File: config.mk
export PLATFORM = sky130hd
export DESIGN_NAME = timed_serial_frame_writer_core
export DESIGN_NICKNAME = d
export VERILOG_FILES = /design/src/rtl/core/tsfw_pkg.sv /design/src/rtl/core/timed_serial_frame_writer_core.sv
export VERILOG_INCLUDE_DIRS = /design/src /design/src/rtl/core
export SDC_FILE = /design/constraint.sdc
export NUM_CORES = 1
export LEC_CHECK = 0
export BUFFER_PORTS_ARGS = -buffer_cell sky130_fd_sc_hd__buf_2
export CAP_MARGIN = 30
export CORE_MARGIN = 3
export CORE_UTILIZATION = 52
export CTS_CLUSTER_SIZE = 28
export DETAILED_ROUTE_END_ITERATION = 10
export PLACE_DENSITY = 0.76
export SETUP_SLACK_MARGIN = 0.3
export SLEW_MARGIN = 20
export SYNTH_ARGS = -nofsm -noshare
export SYNTH_HDL_FRONTEND = slang
export SYNTH_SLANG_ARGS = --single-unit
File: constraint.sdc
create_clock -name clk -period 2.4 [get_ports clk]
set_input_delay 0.48 -clock clk [delete_from_list [all_inputs] [get_ports clk]]
set_output_delay 0.48 -clock clk [all_outputs]
set_load 0.02 [all_outputs]
File: src/rtl/core/timed_serial_frame_writer_core_macros.svh
// Assertion helpers for the serial frame writer.
// Each macro expects clk and rst_n in scope and is disabled while in reset.
`ifndef TIMED_SERIAL_FRAME_WRITER_CORE_MACROS_SVH
`define TIMED_SERIAL_FRAME_WRITER_CORE_MACROS_SVH

// Same-cycle implication.
`define TSFW_ASSERT_NOW(lbl, ante, cons, msg) \
  lbl: assert property (@(posedge clk) disable iff (!rst_n) (ante) |-> (cons)) \
    else $error(msg);

// Next-cycle implication.
`define TSFW_ASSERT_NEXT(lbl, ante, cons, msg) \
  lbl: assert property (@(posedge clk) disable iff (!rst_n) (ante) |=> (cons)) \
    else $error(msg);

`endif

File: src/rtl/core/tsfw_pkg.sv
package tsfw_pkg;

  // Frame length and derived widths.
  localparam int FRAME_BITS = 17;
  localparam int BITS_W     = $clog2(FRAME_BITS + 1);
  localparam int DLY_W      = 8;
  localparam int WAIT_W     = DLY_W + 1;
  localparam logic [DLY_W-1:0] DLY_RESET = 8'd5;

  // Sequencer phase codes.
  localparam logic [2:0] PH_IDLE      = 3'd0;
  localparam logic [2:0] PH_START_HI  = 3'd1;
  localparam logic [2:0] PH_START_LO  = 3'd2;
  localparam logic [2:0] PH_SETUP     = 3'd3;
  localparam logic [2:0] PH_HIGH      = 3'd4;
  localparam logic [2:0] PH_LOW       = 3'd5;
  localparam logic [2:0] PH_STOP_WAIT = 3'd6;
  localparam logic [2:0] PH_STOP_HIGH = 3'd7;

  // Input item action codes.
  localparam logic ACT_TICK  = 1'b0;
  localparam logic ACT_START = 1'b1;

  // Result word as it sits in the output register.
  typedef struct packed {
    logic busy;
    logic sda;
    logic scl;
  } line_state_t;

endpackage

File: src/rtl/core/timed_serial_frame_writer_core.sv
// Serial frame writer core: one input word yields one result word.
// A result appears in the output register in the cycle after its word is accepted.
// One word per cycle unless out_tready stalls; the output register refills as it drains.
// Reset (synchronous, rst_n low): idle, both lines high, delay register back to 5,
// output register empty.
`include "timed_serial_frame_writer_core_macros.svh"

module timed_serial_frame_writer_core (
  input  logic                      clk,
  input  logic                      rst_n,
  // Configuration: delay register T.
  input  logic                      cfg_we,
  input  logic [tsfw_pkg::DLY_W-1:0] cfg_wdata,
  // Input channel.
  input  logic                      in_tvalid,
  output logic                      in_tready,
  input  logic [15:0]               in_tdata,   // [7:0] addr, [15:8] data
  input  logic                      in_tuser,   // [0] action
  // Result channel.
  output logic                      out_tvalid,
  input  logic                      out_tready,
  output logic [7:0]                out_tdata,  // [0] scl, [1] sda, [2] busy_res, zero pad
  output logic                      out_tlast   // done_res
);
  import tsfw_pkg::*;

  logic [DLY_W-1:0]      delay_r;
  logic [2:0]            phase_r, phase_nxt;
  logic [FRAME_BITS-1:0] frame_r, frame_nxt;
  logic [BITS_W-1:0]     bits_left_r, bits_left_nxt;
  logic [WAIT_W-1:0]     wait_r, wait_nxt;
  logic                  scl_r, scl_nxt;
  logic                  sda_r, sda_nxt;
  logic                  done_nxt;
  logic                  out_valid_r;
  line_state_t           out_line_r;
  logic                  out_done_r;
  logic                  in_accept;
  logic [DLY_W-1:0]      dly_eff;
  logic [WAIT_W-1:0]     dly_one;
  logic [WAIT_W-1:0]     dly_two;
  logic [31:0]           frame_wide;
  logic [7:0]            in_addr;
  logic [7:0]            in_data;

  assign in_addr = in_tdata[7:0];
  assign in_data = in_tdata[15:8];

  // The output register frees up when empty or when its word is taken.
  assign in_tready = !out_valid_r || out_tready;
  assign in_accept = in_tvalid && in_tready;

  // A zero delay behaves as one tick.
  assign dly_eff = (delay_r == '0) ? {{(DLY_W-1){1'b0}}, 1'b1} : delay_r;
  assign dly_one = {1'b0, dly_eff};
  assign dly_two = {dly_eff, 1'b0};

  // Frame layout: address bits from bit 11 up, data byte from bit 1 up, cut to frame length.
  assign frame_wide = {13'd0, in_addr[6:0], 12'd0} >> 1 | {23'd0, in_data, 1'b0};

  // Next state of the line sequencer for the word on the input.
  always_comb begin
    phase_nxt     = phase_r;
    frame_nxt     = frame_r;
    bits_left_nxt = bits_left_r;
    wait_nxt      = wait_r;
    scl_nxt       = scl_r;
    sda_nxt       = sda_r;
    done_nxt      = 1'b0;
    if (in_tuser == ACT_START) begin
      if (phase_r == PH_IDLE) begin
        frame_nxt     = frame_wide[FRAME_BITS-1:0];
        bits_left_nxt = BITS_W'(FRAME_BITS);
        scl_nxt       = 1'b1;
        sda_nxt       = 1'b1;
        phase_nxt     = PH_START_HI;
        wait_nxt      = dly_one;
      end
    end else if (phase_r != PH_IDLE) begin
      if (wait_r > WAIT_W'(1)) begin
        wait_nxt = wait_r - WAIT_W'(1);
      end else begin
        unique case (phase_r)
          PH_START_HI: begin
            sda_nxt   = 1'b0;
            phase_nxt = PH_START_LO;
            wait_nxt  = dly_one;
          end
          PH_START_LO: begin
            sda_nxt   = frame_r[FRAME_BITS-1];
            frame_nxt = {frame_r[FRAME_BITS-2:0], 1'b0};
            phase_nxt = PH_SETUP;
            wait_nxt  = dly_one;
          end
          PH_SETUP: begin
            scl_nxt   = 1'b1;
            phase_nxt = PH_HIGH;
            wait_nxt  = dly_two;
          end
          PH_HIGH: begin
            scl_nxt   = 1'b0;
            phase_nxt = PH_LOW;
            wait_nxt  = dly_one;
          end
          PH_LOW: begin
            if (bits_left_r > BITS_W'(1)) begin
              bits_left_nxt = bits_left_r - BITS_W'(1);
              sda_nxt       = frame_r[FRAME_BITS-1];
              frame_nxt     = {frame_r[FRAME_BITS-2:0], 1'b0};
              phase_nxt     = PH_SETUP;
            end else begin
              bits_left_nxt = '0;
              phase_nxt     = PH_STOP_WAIT;
            end
            wait_nxt = dly_one;
          end
          PH_STOP_WAIT: begin
            scl_nxt   = 1'b1;
            phase_nxt = PH_STOP_HIGH;
            wait_nxt  = dly_one;
          end
          default: begin
            sda_nxt   = 1'b1;
            phase_nxt = PH_IDLE;
            wait_nxt  = '0;
            done_nxt  = 1'b1;
          end
        endcase
      end
    end
  end

  // Delay register.
  always_ff @(posedge clk) begin
    if (!rst_n) begin
      delay_r <= DLY_RESET;
    end else if (cfg_we) begin
      delay_r <= cfg_wdata;
    end
  end

  // Sequencer state advances once per accepted word.
  always_ff @(posedge clk) begin
    if (!rst_n) begin
      phase_r     <= PH_IDLE;
      frame_r     <= '0;
      bits_left_r <= '0;
      wait_r      <= '0;
      scl_r       <= 1'b1;
      sda_r       <= 1'b1;
    end else if (in_accept) begin
      phase_r     <= phase_nxt;
      frame_r     <= frame_nxt;
      bits_left_r <= bits_left_nxt;
      wait_r      <= wait_nxt;
      scl_r       <= scl_nxt;
      sda_r       <= sda_nxt;
    end
  end

  // Output register valid flag.
  always_ff @(posedge clk) begin
    if (!rst_n) begin
      out_valid_r <= 1'b0;
    end else if (in_tready) begin
      out_valid_r <= in_tvalid;
    end
  end

  // Output register payload.
  always_ff @(posedge clk) begin
    if (in_accept) begin
      out_line_r.scl  <= scl_nxt;
      out_line_r.sda  <= sda_nxt;
      out_line_r.busy <= (phase_nxt != PH_IDLE);
      out_done_r      <= done_nxt;
    end
  end

  assign out_tvalid = out_valid_r;
  assign out_tdata  = {5'd0, out_line_r.busy, out_line_r.sda, out_line_r.scl};
  assign out_tlast  = out_done_r;

  // Checks on the sequencer and the output register.
  `TSFW_ASSERT_NOW(a_done_not_busy, out_valid_r && out_done_r, !out_line_r.busy, "done while busy")
  `TSFW_ASSERT_NOW(a_idle_no_wait, phase_r == PH_IDLE, wait_r == '0, "idle with pending wait")
  `TSFW_ASSERT_NOW(a_busy_wait_set, phase_r != PH_IDLE, wait_r != '0, "busy with empty wait")
  `TSFW_ASSERT_NEXT(a_accept_fills, in_accept, out_valid_r, "accepted word produced no result")

endmodule
==> results of run 1 <==
-- kinds of logic (layout without fill, tap and decap cells) --
family | after synthesis | after routing | synth area share (%)
AND/OR/NAND/NOR | 110 | 110 | 21.29
AO/OA/AOI/OAI | 96 | 96 | 24.08
flip-flops | 48 | 48 | 34.97
buffers and inverters | 45 | 79 | 7.605
multiplexers | 21 | 21 | 7.343
adder cells (fa/ha/maj) | 7 | 7 | 3.059
XOR/XNOR | 5 | 5 | 1.530
other | 1 | 5 | 0.1310
-- through the flow --
stage | hold slack (ns) | cell area, um^2
floorplan | 0.4437 | 2935
global placement | 0.4575 | 3152
detailed placement | 0.4590 | 3152
CTS | 0.3826 | 3282
global route | 0.3965 | 3388
finish | 0.3939 | 3388
-- registers in the layout, indices dropped and copies added, names as in the netlist --
name / cells
wait_r: 9
frame_r: 16
bits_left_r: 5
out_tvalid: 1
delay_r: 8
phase_r: 3
out_tlast: 1
scl_r: 1
sda_r: 1
out_tdata: 3
-- tightest hold or removal path: stages --
cell     delay (ns)
buf_2          0.07
mux2i_1        0.05
nand2_1        0.06
-- cells in the final DEF, fill, tap and decap left out, drive strengths merged, types with 3 or more instances in the layout --
cell	count
inv	16
conb	5
edfxtp	4
nor3	18
a211oi	16
nand3	7
buf	54
a21oi	11
a221o	4
o21ai	17
a2111oi	3
ha	7
or2	4
o31ai	4
nand2	28
nor3b	4
o22ai	9
nor4	9
mux2i	21
o211ai	6
clkbuf	8
xor2	4
nand2b	7
a31oi	9
or4	4
nor2	19
dfxtp	44
-- worst paths after layout --
| kind | from | endpoint | slack, ns | cells past startpoint |
|---|---|---|---|---|
| min | cfg_wdata[0] | delay_r[0] | 0.39 | 3 |
| max | phase_r[2] | frame_r[4] | 0.30 | 8 |
| min reg2reg | frame_r[8] | frame_r[9] | 0.48 | 2 |
| max reg2reg | phase_r[2] | frame_r[4] | 0.30 | 8 |
-- area by class of cell --
class	instances	area [um^2]	area share [%]
Inverter	17	78.83	2.326
Timing Repair Buffer	55	364.1	10.75
Tap cell	70	87.58	2.585
Multi-Input combinational cell	244	1733	51.14
Sequential cell	48	1006	29.69
Clock buffer	7	118.9	3.508
-- timing repair --
action,CTS,global route
pin swaps,1,3
buffers inserted,0,3
cloned,0,2
endpoints found under the setup margin,3,20
gates resized for setup,3,16
hold buffers,0,0
endpoints found under the hold margin,0,0
-- cells in the mapped netlist, drive strengths merged, types with 9 or more instances --
cell,instances
nor4,9
buf,12
clkbuf,16
dfxtp,44
mux2i,21
a211oi,16
inv,16
o21ai,17
o22ai,9
a21oi,11
nor2,19
a31oi,9
nor3,18
nand2,28
-- power breakdown --
part | internal, mW | total, mW | leakage [nW] | switching [mW]
clock | 0.327 | 0.607 | 0.0606 | 0.280
combinational | 0.258 | 0.589 | 0.866 | 0.330
sequential | 0.857 | 0.911 | 0.395 | 0.0543
-- per-layer routing --
| metal | part of all wire [%] | wire, um | up-vias |
|---|---|---|---|
| met5 | 0 | 0 | - |
| met4 | 1.1 | 76 | 0 |
| met3 | 7.0 | 482 | 10 |
| met2 | 47 | 3218 | 116 |
| met1 | 45 | 3139 | 1229 |
| li1 | - | - | 1307 |
==> flow_summary.ini, run 1 <==
[run_status]
status = complete, no violations

[route]
firstDrtPassIters = 5
wl_um = 6916
routedWlPerCell_um = 15.68
drc_errors = 0
drtIter0Drc = 273
dr_total_vias = 2662
routed_via_density = 6.036
final_antenna_net_count = 0

[flow_run]
max-cap-violations = 0

[synth]
netlist.area_leader.share_pct = 30.77
ys.flop_type = dfxtp_1
ys_seq_area_share_pct = 34.97
yosysTopAreaCell = dfxtp_1
async_flop_share_pct = 0
ys_seq_elements = 48
synth.area.top_cells = dfxtp_1 (31%), mux2i_1 (7.3%), edfxtp_1 (4.2%)
syn_avg_cell_area_um2 = 8.597
synth_edf_count = 4
netlist_area_mm2 = 0.002863
syn_inst = 333
yosys_warnings = 0
yosysUniqueCellTypes = 62

[global_routing]
met1_usage_pct = 30.24
grt_usage_pct = 22.20
grt_pass1_vias = 2485
grt-ovfl-total = 0
grt_max_degree = 24
antenna_found_initial = 0
grt_first_pass_wirelength_um = 11470
busiest_layer = met2
grtUsageMet2_pct = 35.26
met3_usage_pct = 4.821

[critical_path]
cp_max_fo = 8
path_class = reg -> reg
slowest_delay_ns = 0.52
crit_family = simple AND/OR/NAND/NOR gates
crit_slowest_cell = or4_4
critPathBufInv = 1
arrival_ns = 2.26
crit_path_cell_trace = nor2_4, nand2_4, ha_4, or4_4, a211oi_4, or2_4, clkbuf_16, a211oi_1
timing.critical_path.to_type = register
cp-start-kind = register
cp.required_ns = 2.55

[clock_tree]
clk_pin_slew_ns = 0.09
clock-sinks = 48
insertion_delay_ns = 0.30
htree_levels = 2
cts_tree = built
cts-root-buf = clkbuf_8
numCtsBuffers = 5
clockBufferDepth = 2

[final_layout]
diodes = 0
finalNonFillerCells = 441
syn2layout_area_growth_pct = 18.36
nFillCells = 430
nets = 408
drive_gt1_share_pct = 25.61
final_util_pct = 65.10

[power]
p_per_area_mw_per_mm2 = 621.8
p_leak_nw = 1.322
ir_drop_v = 0.0003167
p_total_mw = 2.107

[placement]
pre_cts_ws_ns = 0.07603
io_buffer_count = 33
dp.cells = 429
hpwlAfterDp_um = 4736
gp_congestion = 0.8776

[floorplan]
fp-row-count = 26
io-pin-count = 41
die_w_um = 80.20
die_area_mm2 = 0.006431
start_util_pct = 55.00
core_area_mm2 = 0.005205
die_height_um = 80.20

[timing]
finalSetupViolations = 0
fmax_mhz = 475.5
worst_pin_slew_ns = 0.6998
fin_crit_sh_pct = 87.62
rsz0062_at_grt = yes
min_period_ns = 2.103
hold_viol = 0
tns_ns = 0
finClkSkew_ns = 0.007782
final.setup.worst_slack_ns = 0.2970
relSlewSlack_pct = 53.29
drv_slew = 0

[hold_path]
min_path_type = in -> reg
Power figures use the tool's default switching activity.
==> run 2: changes to the inputs <==
--- a/config.mk
+++ b/config.mk
@@ -8,11 +8,14 @@
 export LEC_CHECK = 0
 export BUFFER_PORTS_ARGS = -buffer_cell sky130_fd_sc_hd__buf_2
 export CAP_MARGIN = 30
+export CELL_PAD_IN_SITES_DETAIL_PLACEMENT = 2
+export CELL_PAD_IN_SITES_GLOBAL_PLACEMENT = 2
 export CORE_MARGIN = 3
-export CORE_UTILIZATION = 52
+export CORE_UTILIZATION = 31
+export CTS_CLUSTER_DIAMETER = 120
 export CTS_CLUSTER_SIZE = 28
 export DETAILED_ROUTE_END_ITERATION = 10
-export PLACE_DENSITY = 0.76
+export PLACE_DENSITY_LB_ADDON = 0.1
 export SETUP_SLACK_MARGIN = 0.3
 export SLEW_MARGIN = 20
 export SYNTH_ARGS = -nofsm -noshare
==> flow_summary.ini, run 2 (synthesized netlist as in run 1, its figures left out) <==
[floorplan]
die_height_um = 102.1
core_area_mm2 = 0.008848
fp-row-count = 34
start_util_pct = 32.35
die_area_mm2 = 0.01042
die_w_um = 102.1
io-pin-count = 41

[route]
drc_errors = 0
routedWlPerCell_um = 19.65
wl_um = 9666
firstDrtPassIters = 4
routed_via_density = 5.539
final_antenna_net_count = 0
dr_total_vias = 2725
drtIter0Drc = 113

[final_layout]
final_common_cell = dfxtp_1
drive_gt1_share_pct = 29.95
nets = 420
final_util_pct = 40.17
diodes = 0
reg_top3 = frame_r: 16 flops, wait_r: 9 flops, delay_r: 8 flops
regMostFlops = frame_r
syn2layout_area_growth_pct = 24.17
largest_reg_flops = 16
mostFrequentLayoutCells = dfxtp_1 (39), buf_2 (33), buf_4 (29)
nFillCells = 1009
finalNonFillerCells = 492

[timing]
tns_ns = 0
relSlewSlack_pct = 66.57
finalSetupViolations = 0
final.setup.worst_slack_ns = 0.3020
fin_crit_sh_pct = 87.42
fmax_mhz = 476.6
rsz0062_at_grt = yes
min_period_ns = 2.098
whs_ns = 0.3886
drv_slew = 0
worst_pin_slew_ns = 0.4973
finClkSkew_ns = 0.01106
hold_viol = 0

[global_routing]
grt_usage_pct = 19.43
grt_pass1_vias = 2953
grt_first_pass_wirelength_um = 15880
grt_max_degree = 23
antenna_found_initial = 0
grt-ovfl-total = 0

[placement]
gp_congestion = 0.7535
io_buffer_count = 33
hpwlAfterDp_um = 6845
pre_cts_ws_ns = 0.02999
dp.cells = 473

[power]
ir_drop_v = 0.0002245
p_leak_nw = 1.386
p_per_area_mw_per_mm2 = 598.1

[critical_path]
arrival_ns = 2.33
timing.critical_path.to_type = register
cp-start-kind = register
cp_max_fo = 6
path_class = reg -> reg
cp.required_ns = 2.63

[clock_tree]
numCtsBuffers = 5
clock-sinks = 48
clk_pin_slew_ns = 0.10
cts_tree = built
clockBufferDepth = 2
insertion_delay_ns = 0.31
cts-root-buf = clkbuf_8
htree_levels = 2
holdBufCountCts = 0

[hold_path]
min_path_type = in -> reg

[flow_run]
max-cap-violations = 0

[run_status]
status = complete, no violations
run 2: worst paths after layout:
path                startpoint          end  slack [ns]  cells past startpoint
setup / recovery    phase_r[2]   frame_r[7]        0.30                     11
setup reg to reg    phase_r[2]   frame_r[7]        0.30                     11
hold reg to reg    frame_r[10]  frame_r[10]        0.49                      2
hold / removal    cfg_wdata[2]   delay_r[2]        0.39                      3
run 2: power breakdown:
part           switching [mW]  leakage (nW)  total, mW  internal, mW
Clock                   0.315        0.0521      0.551         0.236
Sequential             0.0586         0.396      0.916         0.857
Combinational           0.377         0.939      0.659         0.282
run 2: layer usage:
metal,vias up,share of wire (%),global-route usage [%]
met1,1355,50,27.25
met3,4,2.3,2.730
met2,39,47,32.03
met4,0,0.49,3.734
met5,-,0,0
li1,1327,-,-
run 2: layout make-up:
cell class,instances,area (um^2),share of cell area [%]
Sequential cell,48,1007,28.34
Clock buffer,6,82.58,2.323
Clock inverter,2,12.51,0.3520
Multi-Input combinational cell,244,1768,49.74
Tap cell,108,135.1,3.801
Inverter,17,81.33,2.288
Timing Repair Buffer,67,467.9,13.16
run 2: what timing repair did:
action / 4_1_cts / 5_1_grt
cloned: 2 / 0
pin swaps: 16 / 11
endpoints found under the setup margin: 16 / 23
setup buffers: 4 / 5
resized for setup: 16 / 18
run 2: critical path: stages, from the launching register on:
cell and delay, ns:
dfxtp_2 0.37, nor2_4 0.05, nand2_4 0.10, inv_6 0.04
ha_4 0.14, or4_4 0.54, a211oi_4 0.22, buf_6 0.15
buf_6 0.11, buf_4 0.10, nor3_1 0.03, a211oi_1 0.15
run 2: through the flow:
step	instance area, um^2	power (mW)
3_5_place_dp	3244	1.543
3_3_place_gp	3244	1.523
4_1_cts	3452	2.128
6_report	3555	2.126
2_1_floorplan	2935	1.331
5_1_grt	3555	2.256
